===== src/rtl/tcp_flow_loss_classifier_unit_defines.svh =====
// Assertion macros for the TCP flow loss classifier.
// Used by the top level only; expands to nothing under SYNTHESIS.
`ifndef TCP_FLOW_LOSS_CLASSIFIER_UNIT_DEFINES_SVH
`define TCP_FLOW_LOSS_CLASSIFIER_UNIT_DEFINES_SVH
`ifndef SYNTHESIS
`define TFL_ASSERT(label, prop) \
   label: assert property (@(posedge clock) disable iff (reset) prop) \
      else $error("tfl assertion failed");
`define TFL_ASSERT_NEXT(label, pre, post) \
   label: assert property (@(posedge clock) disable iff (reset) (pre) |=> (post)) \
      else $error("tfl assertion failed");
`else
`define TFL_ASSERT(label, prop)
`define TFL_ASSERT_NEXT(label, pre, post)
`endif
`endif


===== src/rtl/tfl_pkg.sv =====
// Shared types and constants of the TCP flow loss classifier.
// No dependencies.
`timescale 1ns / 1ps
`default_nettype none
package tfl_pkg;

   localparam int HOLE_EVENT_LIMIT = 63;
   localparam int HOLE_W = $clog2(HOLE_EVENT_LIMIT + 1);

   localparam int CSR_IDX_W  = 3;
   localparam int CSR_DATA_W = 48;

   localparam logic [CSR_IDX_W-1:0] CSR_JUMP_THRESHOLD     = 3'd0;
   localparam logic [CSR_IDX_W-1:0] CSR_EARLY_PACKET_LIMIT = 3'd1;
   localparam logic [CSR_IDX_W-1:0] CSR_STALL_TIME_US      = 3'd2;
   localparam logic [CSR_IDX_W-1:0] CSR_REORDER_WINDOW_US  = 3'd3;
   localparam logic [CSR_IDX_W-1:0] CSR_GAP_RESET_US       = 3'd4;
   localparam logic [CSR_IDX_W-1:0] CSR_FLIGHT_SEGMENTS    = 3'd5;
   localparam logic [CSR_IDX_W-1:0] CSR_REORDER_SEGMENTS   = 3'd6;

   localparam logic [31:0] RST_JUMP_THRESHOLD     = 32'd22222;
   localparam logic [7:0]  RST_EARLY_PACKET_LIMIT = 8'd7;
   localparam logic [47:0] RST_STALL_TIME_US      = 48'd1000000;
   localparam logic [47:0] RST_REORDER_WINDOW_US  = 48'd200000;
   localparam logic [47:0] RST_GAP_RESET_US       = 48'd3600000000;
   localparam logic [7:0]  RST_FLIGHT_SEGMENTS    = 8'd4;
   localparam logic [7:0]  RST_REORDER_SEGMENTS   = 8'd3;

   localparam int DIV_STEPS = 32;
   localparam int DIV_CNT_W = $clog2(DIV_STEPS);

   localparam logic [1:0] CLASS_IN_ORDER = 2'd0;
   localparam logic [1:0] CLASS_HOLE     = 2'd1;
   localparam logic [1:0] CLASS_EARLY    = 2'd2;

   typedef enum logic [2:0] {
      EV_MAYBE_HOLE   = 3'd0,
      EV_HOLE         = 3'd1,
      EV_FLIGHT       = 3'd2,
      EV_OUT_OF_ORDER = 3'd3,
      EV_COUNT        = 3'd4
   } ev_kind_type;

   typedef enum logic [2:0] {
      P_FLUSH    = 3'd0,
      P_NEW      = 3'd1,
      P_IN_ORDER = 3'd2,
      P_HOLE     = 3'd3,
      P_EARLY_OK = 3'd4,
      P_EARLY_EV = 3'd5,
      P_OTHER    = 3'd6
   } path_type;

   typedef struct packed {
      logic        load;
      logic        calc1;
      logic        calc2;
      logic        div_start;
      logic        div_step;
      logic        div_fix;
      logic        emit;
      ev_kind_type ev_kind;
      logic        ev_last;
      logic        hole_adv;
      logic        commit;
      path_type    path;
   } cmd_type;

   typedef struct packed {
      logic op;
      logic same;
      logic cnt_nz;
      logic seen;
      logic in_order;
      logic stall_hit;
      logic d_pos;
      logic sf_le_pb;
      logic early_ok;
      logic g_nz;
      logic div_done;
      logic flight;
      logic hole_last;
      logic out_free;
   } status_type;

endpackage
`default_nettype wire


===== src/rtl/tfl_channels.sv =====
// Valid/ready channel interfaces: packet records in, events out.
// No dependencies.
`timescale 1ns / 1ps
`default_nettype none
interface tfl_req_if;
   logic        valid;
   logic        ready;
   logic        op;
   logic [31:0] flow_key;
   logic [31:0] seq_begin;
   logic [31:0] seq_finish;
   logic [15:0] payload_len;
   logic [31:0] ack_number;
   logic [47:0] arrival_us;
   modport source (output valid, op, flow_key, seq_begin, seq_finish, payload_len,
                   ack_number, arrival_us, input ready);
   modport sink (input valid, op, flow_key, seq_begin, seq_finish, payload_len,
                 ack_number, arrival_us, output ready);
endinterface

interface tfl_rsp_if;
   logic        valid;
   logic        ready;
   logic [2:0]  event_kind;
   logic [31:0] event_flow;
   logic [32:0] event_seq;
   logic [47:0] event_time_us;
   logic [31:0] event_count;
   logic        last_event;
   modport source (output valid, event_kind, event_flow, event_seq, event_time_us,
                   event_count, last_event, input ready);
   modport sink (input valid, event_kind, event_flow, event_seq, event_time_us,
                 event_count, last_event, output ready);
endinterface
`default_nettype wire


===== src/rtl/tcp_flow_loss_classifier_unit.sv =====
// TCP flow loss classifier: top level joining controller and datapath.
// Depends on tfl_pkg, tfl_channels, tfl_controller, tfl_datapath and the defines header.
//
// Use: packet records (op 0) or an end-of-trace flush (op 1) enter on req_chan;
// events leave on rsp_chan, last_event marking the final event of a word. A word
// that causes no event produces nothing on rsp_chan.
// Sequence: one word at a time. A plain word passes latch, two compare stages,
// classify and commit from acceptance to ready again, plus an emit step for its
// single event. A hole runs a bit-serial divide of the gap and a fix step, then
// emits up to 63 hole events and, for a wide hole, a whole-flight event.
// The event register parts the two sides: the block returns to accept the next
// word while its last event still waits to be taken.
// Stall: while rsp_chan.ready is low and an event is held, emission waits; the
// flow state is committed only after the final event is loaded.
// Reset (synchronous, active high): configuration registers return to their
// defaults, flow state clears and no event is pending. Configuration writes on
// csr_* take effect at once and are meant for idle periods only.
`timescale 1ns / 1ps
`default_nettype none
`include "tcp_flow_loss_classifier_unit_defines.svh"
module tcp_flow_loss_classifier_unit (
   input  wire logic                           clock,
   input  wire logic                           reset,
   tfl_req_if.sink                             req_chan,
   tfl_rsp_if.source                           rsp_chan,
   input  wire logic                           csr_we,
   input  wire logic [tfl_pkg::CSR_IDX_W-1:0]  csr_index,
   input  wire logic [tfl_pkg::CSR_DATA_W-1:0] csr_wdata
);

   tfl_pkg::cmd_type    dp_cmd;
   tfl_pkg::status_type dp_st;

   tfl_controller u_ctrl (
      .clock     (clock),
      .reset     (reset),
      .req_valid (req_chan.valid),
      .req_ready (req_chan.ready),
      .st        (dp_st),
      .cmd       (dp_cmd)
   );

   tfl_datapath u_dp (
      .clock             (clock),
      .reset             (reset),
      .csr_we            (csr_we),
      .csr_index         (csr_index),
      .csr_wdata         (csr_wdata),
      .in_op             (req_chan.op),
      .in_flow_key       (req_chan.flow_key),
      .in_seq_begin      (req_chan.seq_begin),
      .in_seq_finish     (req_chan.seq_finish),
      .in_payload_len    (req_chan.payload_len),
      .in_ack_number     (req_chan.ack_number),
      .in_arrival_us     (req_chan.arrival_us),
      .cmd               (dp_cmd),
      .st                (dp_st),
      .rsp_ready         (rsp_chan.ready),
      .rsp_valid         (rsp_chan.valid),
      .rsp_event_kind    (rsp_chan.event_kind),
      .rsp_event_flow    (rsp_chan.event_flow),
      .rsp_event_seq     (rsp_chan.event_seq),
      .rsp_event_time_us (rsp_chan.event_time_us),
      .rsp_event_count   (rsp_chan.event_count),
      .rsp_last_event    (rsp_chan.last_event)
   );

   // one word in flight: ready drops straight after acceptance
   `TFL_ASSERT_NEXT(a_ready_drops, req_chan.valid && req_chan.ready, !req_chan.ready)
   // an event is only loaded when the event register can take it
   `TFL_ASSERT(a_emit_free, dp_cmd.emit |-> dp_st.out_free)
   // hole walk only runs with a non-zero segment guess
   `TFL_ASSERT(a_hole_guess, dp_cmd.hole_adv |-> dp_st.g_nz)

endmodule
`default_nettype wire


===== src/rtl/tfl_datapath.sv =====
// Datapath: config registers, flow state, compares, hole divider, event register.
// Depends on tfl_pkg.
`timescale 1ns / 1ps
`default_nettype none
module tfl_datapath (
   input  wire logic                             clock,
   input  wire logic                             reset,
   input  wire logic                             csr_we,
   input  wire logic [tfl_pkg::CSR_IDX_W-1:0]    csr_index,
   input  wire logic [tfl_pkg::CSR_DATA_W-1:0]   csr_wdata,
   input  wire logic                             in_op,
   input  wire logic [31:0]                      in_flow_key,
   input  wire logic [31:0]                      in_seq_begin,
   input  wire logic [31:0]                      in_seq_finish,
   input  wire logic [15:0]                      in_payload_len,
   input  wire logic [31:0]                      in_ack_number,
   input  wire logic [47:0]                      in_arrival_us,
   input  wire tfl_pkg::cmd_type                 cmd,
   output tfl_pkg::status_type                   st,
   input  wire logic                             rsp_ready,
   output logic                                  rsp_valid,
   output logic [2:0]                            rsp_event_kind,
   output logic [31:0]                           rsp_event_flow,
   output logic [32:0]                           rsp_event_seq,
   output logic [47:0]                           rsp_event_time_us,
   output logic [31:0]                           rsp_event_count,
   output logic                                  rsp_last_event
);

   // config
   logic [31:0] jt_ff;
   logic [7:0]  epl_ff, fs_ff, rs_ff;
   logic [47:0] stall_ff, rw_ff, gr_ff;

   // flow state
   logic        seen_ff;
   logic [31:0] pflow_ff, pb_ff, pe_ff, total_ff, pack_ff;
   logic [15:0] guess_ff;
   logic [47:0] lft_ff, lat_ff;
   logic [1:0]  class_ff;

   // latched word
   logic        op_ff;
   logic [31:0] key_ff, sb_ff, sf_ff, ack_ff;
   logic [15:0] plen_ff;
   logic [47:0] tm_ff;

   // first compare stage
   logic signed [48:0] raw_ff;
   logic signed [32:0] d_ff, dpesf_ff;
   logic [15:0] gnew_ff;
   logic same_ff, pe_gt_jt_ff, tot_le_ff, ack_eq_ff, sf_le_pb_ff, eq_ff;

   // second compare stage
   logic stall_hit_ff, d_gt_jt_ff, d_lt_jt_ff, d_pos_ff, rw_ok_ff, reorder_ff;

   // divider and hole walk
   logic [16:0]          rem_ff;
   logic [31:0]          q_ff, n_ff;
   logic [tfl_pkg::DIV_CNT_W-1:0] div_cnt_ff;
   logic                 flight_ff;
   logic [tfl_pkg::HOLE_W-1:0] lim_ff, hole_idx_ff;
   logic [32:0]          acc_ff;

   // event register
   logic        out_valid_ff;
   tfl_pkg::ev_kind_type out_kind_ff;
   logic [31:0] out_flow_ff, out_count_ff;
   logic [32:0] out_seq_ff;
   logic [47:0] out_time_ff;
   logic        out_last_ff;

   logic [16:0] div_t;
   logic [16:0] div_sub;
   logic        div_ge;
   logic [23:0] prod;
   logic [31:0] total_bump;
   logic signed [48:0] raw_in;
   logic raw_lt_gr;

   assign div_t   = {rem_ff[15:0], q_ff[31]};
   assign div_sub = div_t - {1'b0, gnew_ff};
   assign div_ge  = div_t >= {1'b0, gnew_ff};
   assign prod    = gnew_ff * rs_ff;
   assign total_bump = (total_ff == 32'hFFFF_FFFF) ? total_ff : total_ff + 32'd1;
   assign raw_in  = $signed({1'b0, tm_ff}) - $signed({1'b0, lft_ff});
   assign raw_lt_gr = raw_ff < $signed({1'b0, gr_ff});

   // configuration writes
   always_ff @(posedge clock) begin
      if (reset) begin
         jt_ff    <= tfl_pkg::RST_JUMP_THRESHOLD;
         epl_ff   <= tfl_pkg::RST_EARLY_PACKET_LIMIT;
         stall_ff <= tfl_pkg::RST_STALL_TIME_US;
         rw_ff    <= tfl_pkg::RST_REORDER_WINDOW_US;
         gr_ff    <= tfl_pkg::RST_GAP_RESET_US;
         fs_ff    <= tfl_pkg::RST_FLIGHT_SEGMENTS;
         rs_ff    <= tfl_pkg::RST_REORDER_SEGMENTS;
      end else if (csr_we) begin
         unique case (csr_index)
            tfl_pkg::CSR_JUMP_THRESHOLD:     jt_ff    <= csr_wdata[31:0];
            tfl_pkg::CSR_EARLY_PACKET_LIMIT: epl_ff   <= csr_wdata[7:0];
            tfl_pkg::CSR_STALL_TIME_US:      stall_ff <= csr_wdata;
            tfl_pkg::CSR_REORDER_WINDOW_US:  rw_ff    <= csr_wdata;
            tfl_pkg::CSR_GAP_RESET_US:       gr_ff    <= csr_wdata;
            tfl_pkg::CSR_FLIGHT_SEGMENTS:    fs_ff    <= csr_wdata[7:0];
            tfl_pkg::CSR_REORDER_SEGMENTS:   rs_ff    <= csr_wdata[7:0];
            default: ;
         endcase
      end
   end

   // input latch and compare stages
   always_ff @(posedge clock) begin
      if (cmd.load) begin
         op_ff   <= in_op;
         key_ff  <= in_flow_key;
         sb_ff   <= in_seq_begin;
         sf_ff   <= in_seq_finish;
         plen_ff <= in_payload_len;
         ack_ff  <= in_ack_number;
         tm_ff   <= in_arrival_us;
      end
      if (cmd.calc1) begin
         raw_ff      <= raw_in;
         d_ff        <= $signed({1'b0, sb_ff}) - $signed({1'b0, pe_ff});
         dpesf_ff    <= $signed({1'b0, pe_ff}) - $signed({1'b0, sf_ff});
         gnew_ff     <= (plen_ff > guess_ff) ? plen_ff : guess_ff;
         same_ff     <= seen_ff && (key_ff == pflow_ff);
         pe_gt_jt_ff <= pe_ff > jt_ff;
         tot_le_ff   <= total_ff <= {24'd0, epl_ff};
         ack_eq_ff   <= ack_ff == pack_ff;
         sf_le_pb_ff <= sf_ff <= pb_ff;
         eq_ff       <= sb_ff == pe_ff;
      end
      if (cmd.calc2) begin
         // gaps at or above the reset limit count as zero
         stall_hit_ff <= raw_lt_gr ? (raw_ff >= $signed({1'b0, stall_ff})) :
                                     (stall_ff == 48'd0);
         d_gt_jt_ff <= d_ff > $signed({1'b0, jt_ff});
         d_lt_jt_ff <= d_ff < $signed({1'b0, jt_ff});
         d_pos_ff   <= d_ff > 33'sd0;
         rw_ok_ff   <= raw_ff < $signed({1'b0, rw_ff});
         reorder_ff <= dpesf_ff < $signed({9'd0, prod});
      end
   end

   // restoring divide of the gap by the segment guess, one bit a cycle
   always_ff @(posedge clock) begin
      if (cmd.div_start) begin
         rem_ff      <= 17'd0;
         q_ff        <= d_ff[31:0];
         div_cnt_ff  <= '0;
         hole_idx_ff <= '0;
         acc_ff      <= {1'b0, pe_ff};
      end else if (cmd.div_step) begin
         rem_ff     <= div_ge ? div_sub : div_t;
         q_ff       <= {q_ff[30:0], div_ge};
         div_cnt_ff <= div_cnt_ff + 1'b1;
      end else if (cmd.hole_adv) begin
         hole_idx_ff <= hole_idx_ff + 1'b1;
         acc_ff      <= acc_ff + {17'd0, gnew_ff};
      end
      if (cmd.div_fix) begin
         n_ff      <= q_ff + {31'd0, (rem_ff != 17'd0)};
         flight_ff <= q_ff >= {24'd0, fs_ff};
         lim_ff    <= (q_ff + {31'd0, (rem_ff != 17'd0)} < 32'(tfl_pkg::HOLE_EVENT_LIMIT)) ?
                      tfl_pkg::HOLE_W'(q_ff + {31'd0, (rem_ff != 17'd0)}) :
                      tfl_pkg::HOLE_W'(tfl_pkg::HOLE_EVENT_LIMIT);
      end
   end

   // flow state update at the end of a word
   always_ff @(posedge clock) begin
      if (reset) begin
         seen_ff  <= 1'b0;
         pflow_ff <= '0;
         pb_ff    <= '0;
         pe_ff    <= '0;
         guess_ff <= '0;
         total_ff <= '0;
         lft_ff   <= '0;
         lat_ff   <= '0;
         pack_ff  <= '0;
         class_ff <= tfl_pkg::CLASS_IN_ORDER;
      end else if (cmd.commit) begin
         unique case (cmd.path)
            tfl_pkg::P_FLUSH: begin
               seen_ff  <= 1'b0;
               pflow_ff <= '0;
               pb_ff    <= '0;
               pe_ff    <= '0;
               guess_ff <= '0;
               total_ff <= '0;
               lft_ff   <= '0;
               lat_ff   <= '0;
               pack_ff  <= '0;
               class_ff <= tfl_pkg::CLASS_IN_ORDER;
            end
            tfl_pkg::P_NEW: begin
               seen_ff  <= 1'b1;
               pflow_ff <= key_ff;
               pb_ff    <= sb_ff;
               pe_ff    <= sf_ff;
               total_ff <= 32'd1;
               guess_ff <= plen_ff;
               class_ff <= tfl_pkg::CLASS_IN_ORDER;
               lat_ff   <= tm_ff;
               pack_ff  <= ack_ff;
            end
            tfl_pkg::P_IN_ORDER: begin
               total_ff <= total_bump;
               if (d_lt_jt_ff) begin
                  pb_ff <= sb_ff;
                  pe_ff <= sf_ff;
               end
               class_ff <= tfl_pkg::CLASS_IN_ORDER;
               guess_ff <= gnew_ff;
               lft_ff   <= tm_ff;
               lat_ff   <= tm_ff;
               pack_ff  <= ack_ff;
            end
            tfl_pkg::P_HOLE: begin
               total_ff <= total_bump;
               pb_ff    <= sb_ff;
               pe_ff    <= sf_ff;
               class_ff <= tfl_pkg::CLASS_HOLE;
               guess_ff <= gnew_ff;
               lft_ff   <= tm_ff;
               lat_ff   <= tm_ff;
               pack_ff  <= ack_ff;
            end
            tfl_pkg::P_EARLY_OK: begin
               total_ff <= total_bump;
               class_ff <= tfl_pkg::CLASS_EARLY;
               guess_ff <= gnew_ff;
               lft_ff   <= tm_ff;
               lat_ff   <= tm_ff;
               pack_ff  <= ack_ff;
            end
            tfl_pkg::P_EARLY_EV: begin
               class_ff <= tfl_pkg::CLASS_EARLY;
               guess_ff <= gnew_ff;
               lft_ff   <= tm_ff;
               lat_ff   <= tm_ff;
               pack_ff  <= ack_ff;
            end
            tfl_pkg::P_OTHER: begin
               guess_ff <= gnew_ff;
               lft_ff   <= tm_ff;
               lat_ff   <= tm_ff;
               pack_ff  <= ack_ff;
            end
            default: ;
         endcase
      end
   end

   // event register, fields taken from the state still unchanged
   always_ff @(posedge clock) begin
      if (reset) begin
         out_valid_ff <= 1'b0;
      end else if (cmd.emit) begin
         out_valid_ff <= 1'b1;
      end else if (rsp_ready) begin
         out_valid_ff <= 1'b0;
      end
   end

   always_ff @(posedge clock) begin
      if (cmd.emit) begin
         out_kind_ff <= cmd.ev_kind;
         out_last_ff <= cmd.ev_last;
         unique case (cmd.ev_kind)
            tfl_pkg::EV_MAYBE_HOLE: begin
               out_flow_ff  <= key_ff;
               out_seq_ff   <= {1'b0, pe_ff};
               out_time_ff  <= lat_ff;
               out_count_ff <= '0;
            end
            tfl_pkg::EV_HOLE: begin
               out_flow_ff  <= key_ff;
               out_seq_ff   <= acc_ff;
               out_time_ff  <= lat_ff;
               out_count_ff <= '0;
            end
            tfl_pkg::EV_FLIGHT: begin
               out_flow_ff  <= key_ff;
               out_seq_ff   <= {1'b0, sb_ff};
               out_time_ff  <= tm_ff;
               out_count_ff <= n_ff;
            end
            tfl_pkg::EV_OUT_OF_ORDER: begin
               out_flow_ff  <= key_ff;
               out_seq_ff   <= {1'b0, sb_ff};
               out_time_ff  <= tm_ff;
               out_count_ff <= '0;
            end
            default: begin
               out_flow_ff  <= pflow_ff;
               out_seq_ff   <= '0;
               out_time_ff  <= '0;
               out_count_ff <= total_ff;
            end
         endcase
      end
   end

   always_comb begin
      st.op        = op_ff;
      st.same      = same_ff;
      st.cnt_nz    = total_ff != 32'd0;
      st.seen      = seen_ff;
      st.in_order  = eq_ff || (pe_gt_jt_ff && tot_le_ff) || d_gt_jt_ff;
      st.stall_hit = stall_hit_ff && ack_eq_ff;
      st.d_pos     = d_pos_ff;
      st.sf_le_pb  = sf_le_pb_ff;
      st.early_ok  = rw_ok_ff && (class_ff != tfl_pkg::CLASS_EARLY) && reorder_ff;
      st.g_nz      = gnew_ff != 16'd0;
      st.div_done  = div_cnt_ff == tfl_pkg::DIV_CNT_W'(tfl_pkg::DIV_STEPS - 1);
      st.flight    = flight_ff;
      st.hole_last = hole_idx_ff == (lim_ff - 1'b1);
      st.out_free  = !out_valid_ff || rsp_ready;
   end

   assign rsp_valid         = out_valid_ff;
   assign rsp_event_kind    = out_kind_ff;
   assign rsp_event_flow    = out_flow_ff;
   assign rsp_event_seq     = out_seq_ff;
   assign rsp_event_time_us = out_time_ff;
   assign rsp_event_count   = out_count_ff;
   assign rsp_last_event    = out_last_ff;

endmodule
`default_nettype wire


===== src/rtl/tfl_controller.sv =====
// Controller: sequences compare, classify, divide, event emission and commit.
// Depends on tfl_pkg.
`timescale 1ns / 1ps
`default_nettype none
module tfl_controller (
   input  wire logic                clock,
   input  wire logic                reset,
   input  wire logic                req_valid,
   output logic                     req_ready,
   input  wire tfl_pkg::status_type st,
   output tfl_pkg::cmd_type         cmd
);

   typedef enum logic [9:0] {
      S_IDLE   = 10'b00_0000_0001,
      S_CALC1  = 10'b00_0000_0010,
      S_CALC2  = 10'b00_0000_0100,
      S_DECIDE = 10'b00_0000_1000,
      S_DIVIDE = 10'b00_0001_0000,
      S_FIX    = 10'b00_0010_0000,
      S_HOLES  = 10'b00_0100_0000,
      S_FLIGHT = 10'b00_1000_0000,
      S_EMIT   = 10'b01_0000_0000,
      S_COMMIT = 10'b10_0000_0000
   } state_type;

   state_type            state_ff, state_in;
   tfl_pkg::path_type    path_ff, path_in;
   tfl_pkg::ev_kind_type kind_ff, kind_in;

   always_ff @(posedge clock) begin
      if (reset) begin
         state_ff <= S_IDLE;
         path_ff  <= tfl_pkg::P_OTHER;
         kind_ff  <= tfl_pkg::EV_COUNT;
      end else begin
         state_ff <= state_in;
         path_ff  <= path_in;
         kind_ff  <= kind_in;
      end
   end

   always_comb begin
      state_in  = state_ff;
      path_in   = path_ff;
      kind_in   = kind_ff;
      req_ready = 1'b0;
      cmd       = '0;
      cmd.path    = path_ff;
      cmd.ev_kind = kind_ff;
      unique case (state_ff)
         S_IDLE: begin
            req_ready = 1'b1;
            cmd.load  = req_valid;
            if (req_valid) state_in = S_CALC1;
         end
         S_CALC1: begin
            cmd.calc1 = 1'b1;
            state_in  = S_CALC2;
         end
         S_CALC2: begin
            cmd.calc2 = 1'b1;
            state_in  = S_DECIDE;
         end
         S_DECIDE: begin
            state_in = S_COMMIT;
            kind_in  = tfl_pkg::EV_COUNT;
            priority if (st.op) begin
               path_in  = tfl_pkg::P_FLUSH;
               state_in = S_EMIT;
            end else if (!st.same) begin
               path_in = tfl_pkg::P_NEW;
               if (st.seen && st.cnt_nz) state_in = S_EMIT;
            end else if (st.in_order) begin
               path_in = tfl_pkg::P_IN_ORDER;
               kind_in = tfl_pkg::EV_MAYBE_HOLE;
               if (st.stall_hit) state_in = S_EMIT;
            end else if (st.d_pos) begin
               path_in = tfl_pkg::P_HOLE;
               if (st.g_nz) begin
                  cmd.div_start = 1'b1;
                  state_in      = S_DIVIDE;
               end
            end else if (st.sf_le_pb) begin
               if (st.early_ok) begin
                  path_in = tfl_pkg::P_EARLY_OK;
               end else begin
                  path_in  = tfl_pkg::P_EARLY_EV;
                  kind_in  = tfl_pkg::EV_OUT_OF_ORDER;
                  state_in = S_EMIT;
               end
            end else begin
               path_in = tfl_pkg::P_OTHER;
            end
         end
         S_DIVIDE: begin
            cmd.div_step = 1'b1;
            if (st.div_done) state_in = S_FIX;
         end
         S_FIX: begin
            cmd.div_fix = 1'b1;
            state_in    = S_HOLES;
         end
         S_HOLES: begin
            cmd.ev_kind  = tfl_pkg::EV_HOLE;
            cmd.ev_last  = st.hole_last && !st.flight;
            cmd.emit     = st.out_free;
            cmd.hole_adv = st.out_free;
            if (st.out_free && st.hole_last) state_in = st.flight ? S_FLIGHT : S_COMMIT;
         end
         S_FLIGHT: begin
            cmd.ev_kind = tfl_pkg::EV_FLIGHT;
            cmd.ev_last = 1'b1;
            cmd.emit    = st.out_free;
            if (st.out_free) state_in = S_COMMIT;
         end
         S_EMIT: begin
            cmd.ev_last = 1'b1;
            cmd.emit    = st.out_free;
            if (st.out_free) state_in = S_COMMIT;
         end
         S_COMMIT: begin
            cmd.commit = 1'b1;
            state_in   = S_IDLE;
         end
         default: state_in = S_IDLE;
      endcase
   end

endmodule
`default_nettype wire


===== src/flat_wrapper.sv =====
// flat-port wrapper written by rule: the top's interface ports become plain ports
module tcp_flow_loss_classifier_unit_flat 
  (clock, reset, csr_we, csr_index, csr_wdata, req_chan_valid, req_chan_op, req_chan_flow_key, req_chan_seq_begin, req_chan_seq_finish, req_chan_payload_len, req_chan_ack_number, req_chan_arrival_us, req_chan_ready, rsp_chan_valid, rsp_chan_event_kind, rsp_chan_event_flow, rsp_chan_event_seq, rsp_chan_event_time_us, rsp_chan_event_count, rsp_chan_last_event, rsp_chan_ready);
  tfl_req_if req_chan_i ();
  tfl_rsp_if rsp_chan_i ();
  input  wire logic clock;
  input  wire logic reset;
  input  wire logic csr_we;
  input  wire logic [tfl_pkg::CSR_IDX_W-1:0] csr_index;
  input  wire logic [tfl_pkg::CSR_DATA_W-1:0] csr_wdata;
  input wire logic [$bits(req_chan_i.valid)-1:0] req_chan_valid;
  input wire logic [$bits(req_chan_i.op)-1:0] req_chan_op;
  input wire logic [$bits(req_chan_i.flow_key)-1:0] req_chan_flow_key;
  input wire logic [$bits(req_chan_i.seq_begin)-1:0] req_chan_seq_begin;
  input wire logic [$bits(req_chan_i.seq_finish)-1:0] req_chan_seq_finish;
  input wire logic [$bits(req_chan_i.payload_len)-1:0] req_chan_payload_len;
  input wire logic [$bits(req_chan_i.ack_number)-1:0] req_chan_ack_number;
  input wire logic [$bits(req_chan_i.arrival_us)-1:0] req_chan_arrival_us;
  output wire logic [$bits(req_chan_i.ready)-1:0] req_chan_ready;
  output wire logic [$bits(rsp_chan_i.valid)-1:0] rsp_chan_valid;
  output wire logic [$bits(rsp_chan_i.event_kind)-1:0] rsp_chan_event_kind;
  output wire logic [$bits(rsp_chan_i.event_flow)-1:0] rsp_chan_event_flow;
  output wire logic [$bits(rsp_chan_i.event_seq)-1:0] rsp_chan_event_seq;
  output wire logic [$bits(rsp_chan_i.event_time_us)-1:0] rsp_chan_event_time_us;
  output wire logic [$bits(rsp_chan_i.event_count)-1:0] rsp_chan_event_count;
  output wire logic [$bits(rsp_chan_i.last_event)-1:0] rsp_chan_last_event;
  input wire logic [$bits(rsp_chan_i.ready)-1:0] rsp_chan_ready;
  assign req_chan_i.valid = req_chan_valid;
  assign req_chan_i.op = req_chan_op;
  assign req_chan_i.flow_key = req_chan_flow_key;
  assign req_chan_i.seq_begin = req_chan_seq_begin;
  assign req_chan_i.seq_finish = req_chan_seq_finish;
  assign req_chan_i.payload_len = req_chan_payload_len;
  assign req_chan_i.ack_number = req_chan_ack_number;
  assign req_chan_i.arrival_us = req_chan_arrival_us;
  assign req_chan_ready = req_chan_i.ready;
  assign rsp_chan_valid = rsp_chan_i.valid;
  assign rsp_chan_event_kind = rsp_chan_i.event_kind;
  assign rsp_chan_event_flow = rsp_chan_i.event_flow;
  assign rsp_chan_event_seq = rsp_chan_i.event_seq;
  assign rsp_chan_event_time_us = rsp_chan_i.event_time_us;
  assign rsp_chan_event_count = rsp_chan_i.event_count;
  assign rsp_chan_last_event = rsp_chan_i.last_event;
  assign rsp_chan_i.ready = rsp_chan_ready;
  tcp_flow_loss_classifier_unit u_core (.clock(clock), .reset(reset), .req_chan(req_chan_i), .rsp_chan(rsp_chan_i), .csr_we(csr_we), .csr_index(csr_index), .csr_wdata(csr_wdata));
endmodule

===== config.mk =====
export PLATFORM = sky130hd
export DESIGN_NAME = tcp_flow_loss_classifier_unit_flat
export DESIGN_NICKNAME = d
export VERILOG_FILES = /design/src/rtl/tfl_pkg.sv /design/src/rtl/tfl_channels.sv /design/src/rtl/tcp_flow_loss_classifier_unit.sv /design/src/rtl/tfl_datapath.sv /design/src/rtl/tfl_controller.sv /design/src/flat_wrapper.sv
export VERILOG_INCLUDE_DIRS = /design/src /design/src/rtl
export SDC_FILE = /design/constraint.sdc
export NUM_CORES = 2
export LEC_CHECK = 0
export BUFFER_PORTS_ARGS = -buffer_cell sky130_fd_sc_hd__buf_2
export CORE_UTILIZATION = 45
export DETAILED_ROUTE_END_ITERATION = 8
export PLACE_DENSITY = 0.71
export SETUP_SLACK_MARGIN = 0.02
export SYNTH_ARGS = -nofsm -noshare
export SYNTH_HDL_FRONTEND = slang
export SYNTH_SLANG_ARGS = --single-unit

===== constraint.sdc =====
create_clock -name clock -period 10.3 [get_ports clock]
set_clock_uncertainty 0.05 [all_clocks]
set_input_delay 2.06 -clock clock [delete_from_list [all_inputs] [get_ports clock]]
set_output_delay 2.06 -clock clock [all_outputs]
set_load 0.02 [all_outputs]

==> out/metrics.yaml <==
synth_ff_type: "edfxtp_1"
cp.required_ns: 10.73
synth_nets: 7082
place_congestion: 0.978
rr_startpoint: "u_core.u_dp.rs_ff[5]$_SDFFE_PP0P_"
maxCapViolCount: 0
ff2ff_setup_slack_ns: 3.57
setup-violations-final: 0
synth_common_cells: "725 x nand2_1, 588 x edfxtp_1, 556 x inv_1"
synth_top_area_cell: "edfxtp_1"
cts_root_buffer: "clkbuf_16"
endpoint: "u_core.u_dp.reorder_ff$_DFFE_PP_"
cts.reportedPaths.clkPinSlew_ns: 0.07
criticalPathCategory: "reg2reg"
place_area_um2: 64400
avgRoutedWirePerCell_um: 20.9
startpoint_type: "flop"
syn_area_per_cell_um2: 9.73
io_buffers: 399
nFillCells: 12000
routed_via_density: 5.70
cts_resized: 0
antenna_found_initial: 28
ant_nets: 0
whs_path_depth: 2
drtPass1Iterations: 9
ios: 400
clock_path_buffers: 3
grt_pass1_wl_um: 268000
numCtsBuffers: 117
fin_crit_sh: 0.653
htreeDepth: 3
p_leak_uw: 0.0268
drt_wl_total_um: 176000
synth_top_cell_area_share: 0.290
dieArea_um2: 137000
r2r_cells: 21
start_util: 0.455
ys_async_sr_fraction: 0
vias: 48000
grt_setup_unrepaired: "false"
pre_cts_ws_ns: 3.66
status: "complete, but fails checks"
grt_pass1_vias: 46100
clk_latency_ns: 0.78
synth_edf_count: 588
slew_headroom: 0.134
overflow: 0
grt_max_degree: 116
layout-drive-gt1-share: 0.112
synth_area_leaders: "edfxtp_1 29%, dfxtp_1 17%, ha_1 10%"
core_um2: 134000
tns_ns: 0
die_h_um: 370
ys_seq_elements: 1108
drtIter0Drc: 4181
yosysUniqueCellTypes: 90
fp-row-count: 134
syn-cell-area_um2: 60900
r2r_end: "u_core.u_dp.reorder_ff$_DFFE_PP_"
violations: "design-rule violations"
seq_area_frac_synth: 0.461
min_path_type: "reg2reg"
drv_slew: 0
drc: 30
cts_sinks: 1108
dpl.hpwl_um: 130000
cts_setup_buffers: 0
worstMarginPinSlew_ns: 1.30
fmax_mhz: 149
crit_start: "u_core.u_dp.rs_ff[5]$_SDFFE_PP0P_"
synth_most_common_cell: "nand2_1"
num-nets-final: 7350
critical_path.max_fanout: 17
cts-hold-fix-buffers: 0
die_width_um: 370
syn_to_final_growth_pct: 12.4
power_uw: 10200
arrival_ns: 7.16
yosysWarnings: 0
fin_ws_ns: 3.57
period_minus_slack_ns: 6.73
synth_cells: 6255
track_usage: 0.253
vdd_drop_max_mv: 0.181
pwr_density_cell_nw_per_um2: 148
fin_area_um2: 68400
end_kind: "flop"
cts_tree: "done"
hold_violations: 0
==> stage by stage <==
step | cells | hold slack (ns) | utilization
2_1_floorplan | 6255 | 0.382 | -
3_3_place_gp | 8172 | 0.389 | 0.481
6_report | 8409 | 0.401 | 0.511
5_1_grt | 8405 | 0.420 | 0.511
3_5_place_dp | 8172 | 0.396 | 0.481
4_1_cts | 8396 | 0.404 | 0.511
==> placed cells by master (no fill, tap or decap), types with 117 or more instances in the layout <==
cell       netlist  routed
a21oi_1        475     474
xnor2_1        174     174
a21o_1         148     148
ha_1           489     489
inv_1          556     555
and2_1         126     125
xor2_1         117     117
clkbuf_16        0     118
edfxtp_1       588     588
buf_2           14     398
nand3_1        141     140
a22oi_1        194     194
o21ai_0        204     203
dfxtp_1        520     520
nand2_1        725     722
nor2_1         464     460
==> logic make-up after synthesis <==
| group | after synthesis | synth area share |
|---|---|---|
| simple gates | 1964 | 0.152 |
| compound gates | 1407 | 0.151 |
| flops | 1108 | 0.461 |
| buf+inv | 844 | 0.0525 |
| fa+ha+maj | 578 | 0.130 |
| xor+xnor | 291 | 0.0419 |
| mux | 63 | 0.0114 |
==> worst max-delay path: stages, from the launching register on <==
cell	delay (ns)
dfxtp_1	0.69
and2_1	0.23
fa_1	0.44
fa_1	0.54
fa_1	0.55
inv_1	0.05
fa_1	0.53
inv_1	0.04
ha_1	0.31
or2_1	0.24
and3_1	0.20
a22oi_1	0.31
nand3_1	0.16
a2111oi_0	0.66
o21ai_0	0.28
a21oi_1	0.23
o21ai_1	0.10
xnor2_1	0.13
ha_1	0.27
o211a_1	0.14
o21ai_0	0.07
a41o_1	0.24
==> worst min-delay path by stage <==
stage | start | to | slack, ns
finish | u_core.u_dp.pb_ff[15]$_SDFFE_PP0P_ | u_core.u_dp.pb_ff[15]$_SDFFE_PP0P_ | 0.40
global route | u_core.u_dp.jt_ff[26]$_SDFFE_PP0P_ | u_core.u_dp.jt_ff[26]$_SDFFE_PP0P_ | 0.42
CTS | u_core.u_dp.pb_ff[25]$_SDFFE_PP0P_ | u_core.u_dp.pb_ff[25]$_SDFFE_PP0P_ | 0.40
detailed placement | u_core.u_dp.pb_ff[15]$_SDFFE_PP0P_ | u_core.u_dp.pb_ff[15]$_SDFFE_PP0P_ | 0.40
global placement | u_core.u_dp.pb_ff[23]$_SDFFE_PP0P_ | u_core.u_dp.pb_ff[23]$_SDFFE_PP0P_ | 0.39
floorplan | u_core.u_dp.pb_ff[10]$_SDFFE_PP0P_ | u_core.u_dp.pb_ff[10]$_SDFFE_PP0P_ | 0.38
==> report_power, final <==
part / internal (µW) / switching [µW] / leakage (µW)
logic: 362 / 538 / 0.0153
clock network: 2470 / 1890 / 0.00195
registers: 4770 / 127 / 0.00959
==> per-layer routing <==
layer  global-route usage  part of all wire  vias to the layer above
met4                0.117             0.048                       20
met1                0.333              0.42                    23000
met5                    0           0.00072                        -
met3               0.0490             0.079                      397
met2                0.401              0.46                     1867
li1                     -                 -                    22700
==> state kept, by name, summed over array words and instances (netlist names), 48 cells and up <==
| signal | flops |
|---|---|
| u_core.u_dp.rw_ff | 48 |
| u_core.u_dp.raw_ff | 49 |
| u_core.u_dp.lft_ff | 48 |
| u_core.u_dp.gr_ff | 48 |
| u_core.u_dp.tm_ff | 48 |
| u_core.u_dp.lat_ff | 48 |
| u_core.u_dp.stall_ff | 48 |
| u_core.u_dp.rsp_event_time_us | 48 |
==> area by class of cell <==
class                           instances  area [µm²]  area share
Multi-Input combinational cell       4303       29700       0.435
Antenna cell                           13        32.5    0.000475
Timing Repair Buffer                  437        2290      0.0335
Sequential cell                      1108       28100       0.410
Clock buffer                          149        3200      0.0468
Clock inverter                         75         797      0.0116
Tap cell                             1768        2210      0.0323
Inverter                              556        2090      0.0306
No activity file was read; power rests on OpenSTA's default activity.
